File: config.mk
export PLATFORM = sky130hd
export DESIGN_NAME = text_console_cell_writer
export DESIGN_NICKNAME = d
export VERILOG_FILES = /design/src/rtl/txcw_pkg.sv /design/src/rtl/txcw_front.sv /design/src/rtl/txcw_queue.sv /design/src/rtl/txcw_back.sv /design/src/rtl/text_console_cell_writer.sv
export SDC_FILE = /design/constraint.sdc
export NUM_CORES = 1
export LEC_CHECK = 0
export BUFFER_PORTS_ARGS = -buffer_cell sky130_fd_sc_hd__buf_4
export CAP_MARGIN = 30
export CORE_AREA = 3 3 101 112
export CTS_CLUSTER_SIZE = 10
export DETAILED_ROUTE_END_ITERATION = 12
export DIE_AREA = 0 0 104 115
export GPL_ROUTABILITY_DRIVEN = 0
export PLACE_DENSITY_LB_ADDON = 0.2
export SLEW_MARGIN = 20
export SYNTH_ARGS = -nofsm -noshare
export SYNTH_HDL_FRONTEND = slang
export SYNTH_SLANG_ARGS = --single-unit
File: constraint.sdc
create_clock -name clk -period 9 [get_ports clk]
set_input_delay 1.35 -clock clk [delete_from_list [all_inputs] [get_ports clk]]
set_output_delay 1.35 -clock clk [all_outputs]
set_load 0.01 [all_outputs]
File: src/rtl/txcw_pkg.sv
package txcw_pkg;

    localparam int SCREEN_WIDTH  = 80;
    localparam int SCREEN_HEIGHT = 25;

    localparam int ROW_W   = 5;
    localparam int COL_W   = 7;
    localparam int ADDR_W  = 11;
    localparam int CHAR_W  = 8;
    localparam int ATTR_W  = 8;
    localparam int OP_W    = 2;
    localparam int VALUE_W = ATTR_W + CHAR_W;

    localparam int S_TDATA_W = 16;
    localparam int M_TDATA_W = 40;

    localparam int QUEUE_DEPTH = 2;

    localparam logic [OP_W-1:0] OP_PUT       = 2'd0;
    localparam logic [OP_W-1:0] OP_BACKSPACE = 2'd1;
    localparam logic [OP_W-1:0] OP_CLEAR     = 2'd2;

    localparam logic [CHAR_W-1:0] BLANK_CHAR   = 8'h20;
    localparam logic [CHAR_W-1:0] NEWLINE_CHAR = 8'h0A;
    localparam logic [ATTR_W-1:0] ATTR_RESET   = 8'h07;

    typedef enum logic [2:0] {
        KIND_NOP,
        KIND_PUT,
        KIND_NEWLINE,
        KIND_BACKSPACE,
        KIND_CLEAR
    } kind_t;

    typedef struct packed {
        kind_t             kind;
        logic [CHAR_W-1:0] char_code;
    } cmd_t;

endpackage

File: src/rtl/txcw_front.sv
module txcw_front (
    input  logic                             s_tvalid,
    output logic                             s_tready,
    // op [1:0], char_code [9:2], zero pad above
    input  logic [txcw_pkg::S_TDATA_W-1:0]   s_tdata,
    input  logic                             queue_full,
    output logic                             push,
    output txcw_pkg::cmd_t                   push_cmd
);

    logic [txcw_pkg::OP_W-1:0]   op;
    logic [txcw_pkg::CHAR_W-1:0] char_code;

    assign op        = s_tdata[txcw_pkg::OP_W-1:0];
    assign char_code = s_tdata[txcw_pkg::OP_W +: txcw_pkg::CHAR_W];

    always_comb
    begin
        push_cmd.char_code = char_code;
        unique case (op)
            txcw_pkg::OP_PUT:
            begin
                if (char_code == txcw_pkg::NEWLINE_CHAR)
                    push_cmd.kind = txcw_pkg::KIND_NEWLINE;
                else
                    push_cmd.kind = txcw_pkg::KIND_PUT;
            end
            txcw_pkg::OP_BACKSPACE: push_cmd.kind = txcw_pkg::KIND_BACKSPACE;
            txcw_pkg::OP_CLEAR:     push_cmd.kind = txcw_pkg::KIND_CLEAR;
            default:                push_cmd.kind = txcw_pkg::KIND_NOP;
        endcase
    end

    assign s_tready = !queue_full;
    // unused op codes are taken and dropped here
    assign push = s_tvalid && s_tready && (push_cmd.kind != txcw_pkg::KIND_NOP);

endmodule

File: src/rtl/txcw_queue.sv
module txcw_queue (
    input  logic           clk,
    input  logic           rst_n,
    input  logic           push,
    input  txcw_pkg::cmd_t push_cmd,
    output logic           full,
    input  logic           pop,
    output logic           head_valid,
    output txcw_pkg::cmd_t head_cmd
);

    localparam int PTR_W = (txcw_pkg::QUEUE_DEPTH > 1) ? $clog2(txcw_pkg::QUEUE_DEPTH) : 1;
    localparam int CNT_W = $clog2(txcw_pkg::QUEUE_DEPTH + 1);

    txcw_pkg::cmd_t   entry_reg [txcw_pkg::QUEUE_DEPTH];
    logic [PTR_W-1:0] wr_ptr_reg, wr_ptr_next;
    logic [PTR_W-1:0] rd_ptr_reg, rd_ptr_next;
    logic [CNT_W-1:0] count_reg, count_next;

    function automatic logic [PTR_W-1:0] ptr_inc(input logic [PTR_W-1:0] p);
        if (p == PTR_W'(txcw_pkg::QUEUE_DEPTH - 1))
            return '0;
        else
            return p + PTR_W'(1);
    endfunction

    assign full       = (count_reg == CNT_W'(txcw_pkg::QUEUE_DEPTH));
    assign head_valid = (count_reg != '0);
    assign head_cmd   = entry_reg[rd_ptr_reg];

    always_comb
    begin
        wr_ptr_next = push ? ptr_inc(wr_ptr_reg) : wr_ptr_reg;
        rd_ptr_next = pop  ? ptr_inc(rd_ptr_reg) : rd_ptr_reg;
        count_next  = count_reg;
        if (push && !pop)
            count_next = count_reg + CNT_W'(1);
        else if (pop && !push)
            count_next = count_reg - CNT_W'(1);
    end

    always_ff @(posedge clk or negedge rst_n)
    begin
        if (!rst_n)
        begin
            wr_ptr_reg <= '0;
            rd_ptr_reg <= '0;
            count_reg  <= '0;
        end
        else
        begin
            wr_ptr_reg <= wr_ptr_next;
            rd_ptr_reg <= rd_ptr_next;
            count_reg  <= count_next;
        end
    end

    always_ff @(posedge clk)
    begin
        if (push)
            entry_reg[wr_ptr_reg] <= push_cmd;
    end

endmodule

File: src/rtl/txcw_back.sv
module txcw_back (
    input  logic                              clk,
    input  logic                              rst_n,
    input  logic                              cfg_valid,
    input  logic [txcw_pkg::ATTR_W-1:0]       cfg_data,
    input  logic                              head_valid,
    input  txcw_pkg::cmd_t                    head_cmd,
    output logic                              pop,
    output logic                              out_valid,
    input  logic                              out_ready,
    output logic [txcw_pkg::ADDR_W-1:0]       out_addr,
    output logic [txcw_pkg::VALUE_W-1:0]      out_value,
    output logic                              out_clear,
    output logic [txcw_pkg::ROW_W-1:0]        out_row,
    output logic [txcw_pkg::COL_W-1:0]        out_col
);

    localparam int ROW_W  = txcw_pkg::ROW_W;
    localparam int COL_W  = txcw_pkg::COL_W;
    localparam int ADDR_W = txcw_pkg::ADDR_W;

    logic [txcw_pkg::ATTR_W-1:0]  attr_reg;
    logic [ROW_W-1:0]             row_reg, row_next;
    logic [COL_W-1:0]             col_reg, col_next;
    logic                         out_valid_reg, out_valid_next;
    logic [ADDR_W-1:0]            addr_reg;
    logic [txcw_pkg::VALUE_W-1:0] value_reg;
    logic                         clear_reg;
    logic [ROW_W-1:0]             row_after_reg;
    logic [COL_W-1:0]             col_after_reg;

    logic                         emit;
    logic [ROW_W-1:0]             addr_row;
    logic [COL_W-1:0]             addr_col;
    logic [ROW_W-1:0]             row_wrap;
    logic [ADDR_W-1:0]            cell_addr;
    logic [txcw_pkg::CHAR_W-1:0]  cell_char;
    logic                         is_clear;

    assign pop = head_valid && (!out_valid_reg || out_ready);

    assign row_wrap = (row_reg == ROW_W'(txcw_pkg::SCREEN_HEIGHT - 1)) ?
                      '0 : row_reg + ROW_W'(1);

    always_comb
    begin
        row_next  = row_reg;
        col_next  = col_reg;
        emit      = 1'b0;
        addr_row  = row_reg;
        addr_col  = col_reg;
        cell_char = txcw_pkg::BLANK_CHAR;
        is_clear  = 1'b0;
        unique case (head_cmd.kind)
            txcw_pkg::KIND_PUT:
            begin
                emit      = 1'b1;
                cell_char = head_cmd.char_code;
                if (col_reg == COL_W'(txcw_pkg::SCREEN_WIDTH - 1))
                begin
                    col_next = '0;
                    row_next = row_wrap;
                end
                else
                    col_next = col_reg + COL_W'(1);
            end
            txcw_pkg::KIND_NEWLINE:
            begin
                col_next = '0;
                row_next = row_wrap;
            end
            txcw_pkg::KIND_BACKSPACE:
            begin
                // blank lands on the new cursor cell; nothing at origin
                if (col_reg != '0)
                begin
                    emit     = 1'b1;
                    col_next = col_reg - COL_W'(1);
                end
                else if (row_reg != '0)
                begin
                    emit     = 1'b1;
                    row_next = row_reg - ROW_W'(1);
                    col_next = COL_W'(txcw_pkg::SCREEN_WIDTH - 1);
                end
                addr_row = row_next;
                addr_col = col_next;
            end
            txcw_pkg::KIND_CLEAR:
            begin
                emit     = 1'b1;
                is_clear = 1'b1;
                row_next = '0;
                col_next = '0;
                addr_row = '0;
                addr_col = '0;
            end
            default:
            begin
            end
        endcase
    end

    assign cell_addr = ADDR_W'(ADDR_W'(addr_row) * ADDR_W'(txcw_pkg::SCREEN_WIDTH))
                       + ADDR_W'(addr_col);

    always_comb
    begin
        out_valid_next = out_valid_reg;
        if (pop)
            out_valid_next = emit;
        else if (out_ready)
            out_valid_next = 1'b0;
    end

    always_ff @(posedge clk or negedge rst_n)
    begin
        if (!rst_n)
        begin
            attr_reg      <= txcw_pkg::ATTR_RESET;
            row_reg       <= '0;
            col_reg       <= '0;
            out_valid_reg <= 1'b0;
        end
        else
        begin
            if (cfg_valid)
                attr_reg <= cfg_data;
            if (pop)
            begin
                row_reg <= row_next;
                col_reg <= col_next;
            end
            out_valid_reg <= out_valid_next;
        end
    end

    always_ff @(posedge clk)
    begin
        if (pop && emit)
        begin
            addr_reg      <= cell_addr;
            value_reg     <= {attr_reg, cell_char};
            clear_reg     <= is_clear;
            row_after_reg <= row_next;
            col_after_reg <= col_next;
        end
    end

    assign out_valid = out_valid_reg;
    assign out_addr  = addr_reg;
    assign out_value = value_reg;
    assign out_clear = clear_reg;
    assign out_row   = row_after_reg;
    assign out_col   = col_after_reg;

endmodule

File: src/rtl/text_console_cell_writer.sv
// Channel   Dir  Words                     Handshake
// s_*       in   console op, char byte     s_tvalid / s_tready
// m_*       out  cell write or clear req   m_tvalid / m_tready
// cfg_*     in   text attribute byte       cfg_valid / cfg_ready
//
// One op per cycle sustained while m_tready is high; an accepted op goes
// into the command queue and its word is registered once the cursor unit
// takes the head (when its output register is empty or being drained). A
// low m_tready fills the two-entry command queue, then s_tready drops until
// a word leaves. Newline, backspace at origin and unused codes produce no
// word. Reset: cursor at origin, attribute 0x07. cfg_ready is always high.
module text_console_cell_writer (
    input  logic                             clk,
    input  logic                             rst_n,
    input  logic                             s_tvalid,
    output logic                             s_tready,
    // op [1:0], char_code [9:2], zero [15:10]
    input  logic [txcw_pkg::S_TDATA_W-1:0]   s_tdata,
    output logic                             m_tvalid,
    input  logic                             m_tready,
    // cell_address [10:0], cell_value [26:11], cursor_row_after [31:27],
    // cursor_col_after [38:32], zero [39]
    output logic [txcw_pkg::M_TDATA_W-1:0]   m_tdata,
    // clear_screen [0]
    output logic [0:0]                       m_tuser,
    input  logic                             cfg_valid,
    output logic                             cfg_ready,
    input  logic [txcw_pkg::ATTR_W-1:0]      cfg_data
);

    logic                           queue_full;
    logic                           push;
    txcw_pkg::cmd_t                 push_cmd;
    logic                           pop;
    logic                           head_valid;
    txcw_pkg::cmd_t                 head_cmd;
    logic [txcw_pkg::ADDR_W-1:0]    out_addr;
    logic [txcw_pkg::VALUE_W-1:0]   out_value;
    logic                           out_clear;
    logic [txcw_pkg::ROW_W-1:0]     out_row;
    logic [txcw_pkg::COL_W-1:0]     out_col;

    txcw_front u_front (
        .s_tvalid   (s_tvalid),
        .s_tready   (s_tready),
        .s_tdata    (s_tdata),
        .queue_full (queue_full),
        .push       (push),
        .push_cmd   (push_cmd)
    );

    txcw_queue u_queue (
        .clk        (clk),
        .rst_n      (rst_n),
        .push       (push),
        .push_cmd   (push_cmd),
        .full       (queue_full),
        .pop        (pop),
        .head_valid (head_valid),
        .head_cmd   (head_cmd)
    );

    txcw_back u_back (
        .clk        (clk),
        .rst_n      (rst_n),
        .cfg_valid  (cfg_valid),
        .cfg_data   (cfg_data),
        .head_valid (head_valid),
        .head_cmd   (head_cmd),
        .pop        (pop),
        .out_valid  (m_tvalid),
        .out_ready  (m_tready),
        .out_addr   (out_addr),
        .out_value  (out_value),
        .out_clear  (out_clear),
        .out_row    (out_row),
        .out_col    (out_col)
    );

    assign cfg_ready = 1'b1;
    assign m_tdata   = {1'b0, out_col, out_row, out_value, out_addr};
    assign m_tuser   = out_clear;

endmodule

## Yosys cells after proc, flatten, opt, wreduce, memory -nomap -nowiden

Memory sizes are Yosys's and may differ from the RTL's.
Index checks and enable logic that the tools add are counted.

- Add/subtract/negate cells: 9
- Equality and inequality tests: 10
- Mux-type cells: 25
- Reduce and logical (&&, ||, !) cells: 20
- Multipliers: 1

Operator list:

| cell | number |
|---|---|
| 7-bit two-way mux | 3 |
| 7-bit one-hot mux with 3 select lines | 1 |
| 5-bit two-way mux | 4 |
| 5-bit one-hot mux with 4 select lines | 1 |
| 7-bit one-hot mux with 2 select lines | 1 |
| 11-bit by 7-bit adder with 11-bit output | 1 |
| 5-bit one-hot mux with 2 select lines | 1 |
| 1-bit two-way mux | 9 |
| 3-bit one-hot mux with 3 select lines | 1 |
| 8-bit by 4-bit equality test with 1-bit output, second input constant | 1 |
| 7-bit by 1-bit adder with 7-bit output, second input constant | 1 |
| 7-bit equality test, second input constant | 1 |
| 5-bit by 3-bit multiplier with 7-bit output, second input constant | 1 |
| 7-bit nonzero test | 1 |
| 7-bit by 1-bit subtractor with 7-bit output, second input constant | 1 |
| 3-bit by 2-bit equality test with 1-bit output, second input constant | 2 |
| 1-bit logical AND | 6 |
| 2-bit two-way mux | 3 |
| 2-bit nonzero test | 3 |
| 5-bit by 1-bit adder with 5-bit output, second input constant | 1 |
| 5-bit equality test, second input constant | 1 |
| 5-bit nonzero test | 1 |
| 5-bit by 1-bit subtractor with 5-bit output, second input constant | 1 |
| 2-bit equality test, second input constant | 2 |
| other kinds (12) | 17 |

- Input bits: 29
- RAM bits: 22
- Flip-flop bits (word level): 65
- Memories: 1
- Output and inout port bits: 44

Memory list:

| name | depth | width | read ports | clocked after Yosys merged registers in | write ports | line | RTL |
|---|---|---|---|---|---|---|---|
| u_queue.entry_reg | 2 | 11 | 1 | 0 | 1 | txcw_queue.sv:15 | `txcw_pkg::cmd_t entry_reg [txcw_pkg::QUEUE_DEPTH];` |

## Depth between registers and ports, before layout

Gate-level depths: netlist of run 1.

- Depth after elaboration: 9
- Gate-level depth with buffers: 16

## Modules after synthesis

From an unflattened synthesis of run 1, not the netlist that was laid out.

- Cell total of the unflattened synthesis: 405
- Area total of the unflattened synthesis: 4737.0 sq um

By module, submodules not included:

| module | area each (sq um) | times used | cells each |
|---|---|---|---|
| txcw_back | 3557.2 | 1 | 333 |
| txcw_queue | 1018.5 | 1 | 50 |
| txcw_front | 138.9 | 1 | 18 |
| text_console_cell_writer | 22.5 | 1 | 4 |

## Least setup slack after synthesis of run 1

Ideal clock, no wire load.

- Path kind: register to register
- From: register u_back.col_reg[3]
- To: register u_back.addr_reg[10], in the netlist u_back.out_addr[10] (data pin)
- Arrival time: 3.811 ns
- Setup slack: 4.925 ns
- Clock period less this slack: 4.075 ns
- Library setup time: 0.264 ns
- Stages on the path, launching flop included: 15
- Path through: dfrtp_1 -> or4_1 -> buf_2 -> nor3_4 -> nor2_2 -> o21ai_1 -> o21ai_1 -> ha_1 -> ha_1 -> fa_1 -> nand2_1 -> or4b_2 -> a21oi_1 -> a221oi_1 -> xnor2_1

- Word-level cells in the longest chain between the ends: 5

RTL lines:

| what | line | RTL |
|---|---|---|
| start, declared | txcw_back.sv:24 | `logic [COL_W-1:0] col_reg, col_next;` |
| start signal, assigned | txcw_back.sv:132 | `col_reg <= col_next;` |
| 7-bit nonzero test | txcw_back.sv:75 | `if (col_reg != '0)` |
| 5-bit two-way mux | txcw_back.sv:75 |  |
| 5-bit one-hot mux with 2 select lines | txcw_back.sv:54 | `unique case (head_cmd.kind)` |
| 5-bit by 3-bit multiplier with 7-bit output | txcw_back.sv:104 | `assign cell_addr = ADDR_W'(ADDR_W'(addr_row) * ADDR_W'(txcw_pkg::SCREEN_WIDTH))` |
| 11-bit by 7-bit adder with 11-bit output * | txcw_back.sv:105 | `+ ADDR_W'(addr_col);` |
| named net u_back.cell_addr[10] | txcw_back.sv:36 | `logic [ADDR_W-1:0] cell_addr;` |
| end signal, assigned | txcw_back.sv:142 | `addr_reg <= cell_addr;` |
| end, declared | txcw_back.sv:26 | `logic [ADDR_W-1:0] addr_reg;` |

Mark *: on every way through the listed nets, which the timed path passes. The rest lies on a longest branch.
A chain may end at the register's enable or synchronous reset.

## Worst setup path in the final report of run 1

- From: register u_queue.rd_ptr_reg
- To: register u_back.addr_reg[10], in the netlist u_back.out_addr[10] (data pin)

- Word-level cells in the longest chain between the ends: 5

RTL lines:

| what | line | RTL |
|---|---|---|
| start, declared | txcw_queue.sv:17 | `logic [PTR_W-1:0] rd_ptr_reg, rd_ptr_next;` |
| start signal, assigned | txcw_queue.sv:53 | `rd_ptr_reg <= rd_ptr_next;` |
| memory 2 x 11 bit * | - |  |
| 3-bit equality test / 3-bit by 2-bit equality test with 1-bit output (equally long branches) | txcw_back.sv:54 |  |
| 5-bit one-hot mux with 2 select lines | txcw_back.sv:54 |  |
| 5-bit by 3-bit multiplier with 7-bit output | txcw_back.sv:104 |  |
| 11-bit by 7-bit adder with 11-bit output * | txcw_back.sv:105 |  |
| named net u_back.cell_addr[10] | txcw_back.sv:36 |  |

Marked as above.

==> results.toml, run 1 <==
[worst_setup_path]
required_ps = 9080
r2r_cells = 13
r2r_slack_ps = 4220
cp-start-kind = "register"
end_kind = "register"
critical_path_class = "reg2reg"
crit_arrival_ps = 4860
r2r_end = "u_back.out_addr[10]$_DFFE_PP_"
startpoint = "u_queue.rd_ptr_reg$_DFFE_PN0P_"
worstPathMaxFanout = 20
r2r-start = "u_queue.rd_ptr_reg$_DFFE_PN0P_"

[floorplanning]
initial_core_util_pct = 45.2
dieHeight_um = 115
rows = 39
coreArea_sq_um = 10300
dieArea_sq_um = 12000
die_x_um = 104
io-pin-count = 73

[run]
cap_violations = 0

[hold_path]
min_to = "u_back.out_value[15]$_DFFE_PP_"
hold_depth = 0
min-delay-start = "u_back.attr_reg[7]$_DFFE_PN0P_"
hp-class = "reg2reg"

[layout]
largest_reg_flops = 22
fin_nets = 519
fin_cells = 620
final_cell_area_sq_um = 5610
antenna_cells = 0
syn_to_final_growth_pct = 20.0
fin_util_pct = 54.3
drive_above_1_share_pct = 22.9

[timing]
layout_setup_ws_ps = 4220
holdWs_ps = 447
worst_slew_pin_slew_ps = 885
finalCritPeriodShare_pct = 53.1
hold_viol = 0
max_slew_margin_pct = 41.0
timing.fmax_mhz = 209
tns_ps = 0
rsz0062_at_grt = "no"
drv_slew = 0
setup_viol = 0
finalCriticalPeriod_ps = 4780
fin_skew_ps = 5.30

[cts]
ctsHoldBuffers = 0
worstSkewPairLatency_ps = 330
cts_setup_buffers = 0
numCtsBuffers = 9
clkSlewWorstSetupHoldPaths_ps = 60
cts_max_level = 3
cts_buffer_depth = 2
cts_tree = "done"
clock_sinks = 87
post_cts_resized = 0
cts_root_buf = "clkbuf_16"

[power_and_ir_drop]
leakage_nw = 2.19
p_per_area_nw_per_um2 = 368
ir_worst_vdd_mv = 0.215
p_total_mw = 2.07

[yosys]
synth_top_area_cell = "edfxtp_1"
ys_async_sr_fraction_pct = 28.7
synthFlopType = "edfxtp_1"
synth_top_area_share_pct = 39.8
synth_edf_count = 62
ys_warn_count = 0
ys_seq_area_share_pct = 53.2
syn_inst = 413
syn_nets = 460
synthDistinctLibCells = 73
yosys_register_bits = 87
syn_avg_cell_area_sq_um = 11.3
synth_area_sq_um = 4680
yosys-top-cells-area = "edfxtp_1 40%, dfrtp_1 12%, ha_1 4.3%"

[drt]
drt_first_iter_violations = 218
drc = 0
wl_um = 10500
vias = 3499
wl_per_cell_um = 16.9
ant_nets = 0
first_pass_iters = 5
via_per_inst = 5.64

[placement]
dp.cells = 603
place_hpwl_um = 7430
preCtsSetupSlack_ps = 4280
place_area_sq_um = 5300
io_buffers = 64

[grt]
grt_pass1_vias = 3457
grt_pass1_wl_um = 17200
grtUsageTotal_pct = 18.1
grt.overflow.total = 0
antenna_found_initial = 0
grt_max_degree = 26

[outcome]
run_status = "completed"
[critical path, cell delays in order, from the launching register on]
cell and delay (ps):
dfrtp_1 910, nand4b_1 300, and2_1 450, nor2_2 390, o21ai_1 90, o21ai_1 190, ha_1 300, ha_1 230
fa_1 580, nand2_1 100, or4b_2 630, a21oi_1 150, a221oi_1 70, xnor2_1 130
[power breakdown]
| group | internal [mW] | switching (mW) | leakage (nW) | total, mW |
|---|---|---|---|---|
| combinational | 0.385 | 0.555 | 1.16 | 0.939 |
| clock | 0.233 | 0.149 | 0.152 | 0.382 |
| sequential | 0.622 | 0.124 | 0.884 | 0.747 |
[layer usage]
layer / track usage [%] / part of all wire (%) / vias to the layer above
met5: 0 / 0 / -
met4: 9.40 / 3.2 / 0
met3: 4.49 / 6.5 / 29
met2: 29.5 / 48 / 123
met1: 22.7 / 42 / 1669
li1: - / - / 1678
[Yosys cell counts (2+ instances only)]
| cell | count |
|---|---|
| a221oi_1 | 4 |
| o211ai_1 | 2 |
| buf_2 | 4 |
| a32oi_1 | 2 |
| o31ai_1 | 5 |
| a21boi_1 | 2 |
| nor3_1 | 15 |
| ha_1 | 16 |
| o21ai_0 | 12 |
| nand2_1 | 25 |
| nand3_1 | 11 |
| a211o_1 | 2 |
| dfstp_2 | 3 |
| conb_1 | 2 |
| or3_1 | 2 |
| nand4b_1 | 2 |
| a21oi_1 | 27 |
| buf_4 | 2 |
| nor2b_1 | 4 |
| xnor2_1 | 8 |
| a211oi_1 | 10 |
| nor3b_1 | 3 |
| clkbuf_1 | 13 |
| dfrtp_1 | 22 |
| and2_1 | 3 |
| a31o_1 | 2 |
| nor2_1 | 37 |
| edfxtp_1 | 62 |
| a22oi_1 | 2 |
| mux2i_1 | 13 |
| nor3_4 | 2 |
| nand4_1 | 3 |
| a31oi_1 | 4 |
| fa_1 | 2 |
| nand2b_1 | 9 |
| o21ai_1 | 11 |
| mux2_2 | 13 |
| inv_1 | 10 |
| o21a_1 | 3 |
| and3_1 | 3 |
| xor2_1 | 4 |
[worst max-delay path by stage]
stage / endpoint / slack, ps
after floorplan: u_back.out_addr[10]$_DFFE_PP_ / 4930
after global placement: u_back.out_addr[10]$_DFFE_PP_ / 4360
after detailed placement: u_back.out_addr[10]$_DFFE_PP_ / 4280
after CTS: u_back.out_addr[10]$_DFFE_PP_ / 4260
after global routing: u_back.out_addr[10]$_DFFE_PP_ / 3970
final: u_back.out_addr[10]$_DFFE_PP_ / 4220
[logic make-up (layout without fill, tap and decap cells)]
kind of cell	after synthesis	count (layout)	share of synthesized area (%)
other	2	2	0.161
and+or+nand+nor	132	132	15.4
adders and majority gates	18	18	5.14
buffers and inverters	30	94	2.67
DFF	87	87	53.2
xor gates and xnor gates	12	12	2.25
AOI/OAI and AO/OA	106	106	15.3
muxes	26	26	5.91
[final cells by class]
class,count,area [sq um]
flip-flops and latches,87,2490
well taps,143,179
clock inverters,4,52.6
fillers,955,4730
inverters,11,41.3
multi-input cells,296,2070
clock buffers,12,258
repair buffers,67,523
[cell usage in the layout, fill, tap and decap left out, types with 5 or more instances in the layout]
| cell type | instances |
|---|---|
| nor2_1 | 36 |
| inv_1 | 10 |
| ha_1 | 16 |
| o21ai_0 | 12 |
| a21oi_1 | 27 |
| o31ai_1 | 5 |
| edfxtp_1 | 62 |
| nand2_1 | 25 |
| clkbuf_16 | 10 |
| nor3_1 | 15 |
| xnor2_1 | 8 |
| mux2_2 | 13 |
| a211oi_1 | 10 |
| buf_4 | 66 |
| o21ai_1 | 11 |
| nand3_1 | 11 |
| dfrtp_1 | 22 |
| mux2i_1 | 13 |
| nand2b_1 | 9 |
Note: power is estimated with default switching activity, not from simulation.
==> run 2, diff against run 1 <==
==> constraint.sdc (replaced) <==
create_clock -name clk -period 4.5 [get_ports clk]
set_input_delay 0.675 -clock clk [delete_from_list [all_inputs] [get_ports clk]]
set_output_delay 0.675 -clock clk [all_outputs]
set_load 0.01 [all_outputs]
==> run 2 against run 1 <==
Effect of this change: power rose by 100%; via count increased by 1.8%; register-to-register slack got worse by 4000 ps; largest power group unchanged; clock power grew 86%; setup slack got worse by 4000 ps; core utilization up 1.1 points; die area stayed put; clock-buffer cell count unchanged; hold slack got worse by 190 ps; non-clock buffer count grew 19.
==> results.toml, run 2 (synthesis gave the netlist of run 1 again) <==
[timing]
drv_slew = 0
rsz0062_at_grt = "no"
worst_slew_pin_slew_ps = 926
tns_ps = 0
setup_viol = 0
finalCritPeriodShare_pct = 94.7
hold_viol = 0
fin_skew_ps = 6.08
finalCriticalPeriod_ps = 4260
timing.fmax_mhz = 235
holdWs_ps = 254
max_slew_margin_pct = 38.1

[drt]
vias = 3563
wl_per_cell_um = 17.1
first_pass_iters = 5
via_per_inst = 5.58
ant_nets = 0
dr_wl_met3_um = 723
highest_layer = "met4"
wl_um = 10900
drt_first_iter_violations = 286
drc = 0
met2WireLength_um = 5340
drt-met1-wl_um = 4580

[power_and_ir_drop]
ir_worst_vdd_mv = 0.320
p_total_mw = 4.20
p_per_area_nw_per_um2 = 734
leakage_nw = 2.27

[grt]
antenna_found_initial = 0
grt_pass1_vias = 3544
grt_pass1_wl_um = 17900
grtUsageTotal_pct = 18.9
grt_max_degree = 27
grt.overflow.total = 0

[cts]
clkSlewWorstSetupHoldPaths_ps = 60
cts_max_level = 3
cts_buffer_depth = 2
ctsHoldBuffers = 0
numCtsBuffers = 9
cts_tree = "done"
worstSkewPairLatency_ps = 340
cts_root_buf = "clkbuf_16"
clock_sinks = 87

[layout]
mostFrequentLayoutCells = "86 x buf_4, 62 x edfxtp_1, 36 x nor2_1"
largest_reg_flops = 22
fillerInstances = 945
fin_nets = 538
fin_cells = 639
antenna_cells = 0
syn_to_final_growth_pct = 22.3
drive_above_1_share_pct = 26.2
final_common_cell = "buf_4"

[floorplanning]
die_x_um = 104
initial_core_util_pct = 45.2
io-pin-count = 73
dieHeight_um = 115
coreArea_sq_um = 10300
rows = 39
dieArea_sq_um = 12000

[worst_setup_path]
r2r_end = "u_back.out_addr[10]$_DFFE_PP_"
crit_arrival_ps = 4350
critical_path_class = "reg2reg"
required_ps = 4590
end_kind = "register"
worstPathMaxFanout = 8
r2r_slack_ps = 240
r2r_cells = 12
r2r-start = "u_back.col_reg[2]$_DFFE_PN0P_"
cp-start-kind = "register"

[run]
cap_violations = 0

[placement]
dp.cells = 622
io_buffers = 64
place_hpwl_um = 8000

[hold_path]
hp-class = "in2async"

[outcome]
run_status = "completed"
-- run 2: worst max-delay path by stage --
stage                                  start                             to  slack, ps  cells after the start
2_1_floorplan  u_back.col_reg[3]$_DFFE_PN0P_  u_back.out_addr[10]$_DFFE_PP_        430                     14
3_3_place_gp   u_back.col_reg[2]$_DFFE_PN0P_  u_back.out_addr[10]$_DFFE_PP_        310                     13
3_5_place_dp   u_back.col_reg[2]$_DFFE_PN0P_  u_back.out_addr[10]$_DFFE_PP_        170                     12
4_1_cts        u_back.col_reg[2]$_DFFE_PN0P_  u_back.out_addr[10]$_DFFE_PP_        150                     12
5_1_grt        u_back.col_reg[2]$_DFFE_PN0P_  u_back.out_addr[10]$_DFFE_PP_         30                     12
6_report       u_back.col_reg[2]$_DFFE_PN0P_  u_back.out_addr[10]$_DFFE_PP_        240                     12
-- run 2: report_power, final --
| part | internal, mW | switching [mW] | leakage, nW |
|---|---|---|---|
| sequential | 1.25 | 0.129 | 0.884 |
| clock | 0.409 | 0.303 | 0.138 |
| combinational | 0.851 | 1.26 | 1.25 |
| total | 2.51 | 1.70 | 2.27 |
-- run 2: layout make-up --
class,count,area (sq um),area share [%]
multi-input cells,296,2080,36.3
flip-flops and latches,87,2490,43.5
clock buffers,12,258,4.50
clock inverters,4,30.0,0.525
well taps,143,179,3.13
inverters,11,41.3,0.721
repair buffers,86,646,11.3
-- run 2: through the flow --
| stage | instance area (sq um) | setup WS, ps | utilization (%) |
|---|---|---|---|
| after global routing | 5720 | 26.0 | 55.3 |
| final | 5720 | 240 | 55.3 |
| after CTS | 5710 | 154 | 55.2 |
| after detailed placement | 5420 | 174 | 52.4 |
| after floorplan | 4680 | 425 | - |
| after global placement | 5420 | 306 | 52.4 |
-- run 2: layer usage --
metal	track usage (%)	up-vias
met3	4.10	19
met1	23.6	1692
met4	8.42	0
met5	0	-
met2	31.9	132
li1	-	1720
-- run 2: worst max-delay path, stage by stage, from the launching register on --
cell	delay (ps)
dfrtp_1	380
or4_1	640
nor3_4	420
nand2_1	160
o21ai_2	240
ha_1	280
ha_1	220
fa_1	570
nand2_1	100
or4b_2	620
a21oi_1	160
a221oi_1	80
xnor2_1	130
-- run 2: what timing repair did --
item	4_1_cts	5_1_grt
resized for setup	0	2
endpoints found under the setup margin	0	1
setup buffers	0	1
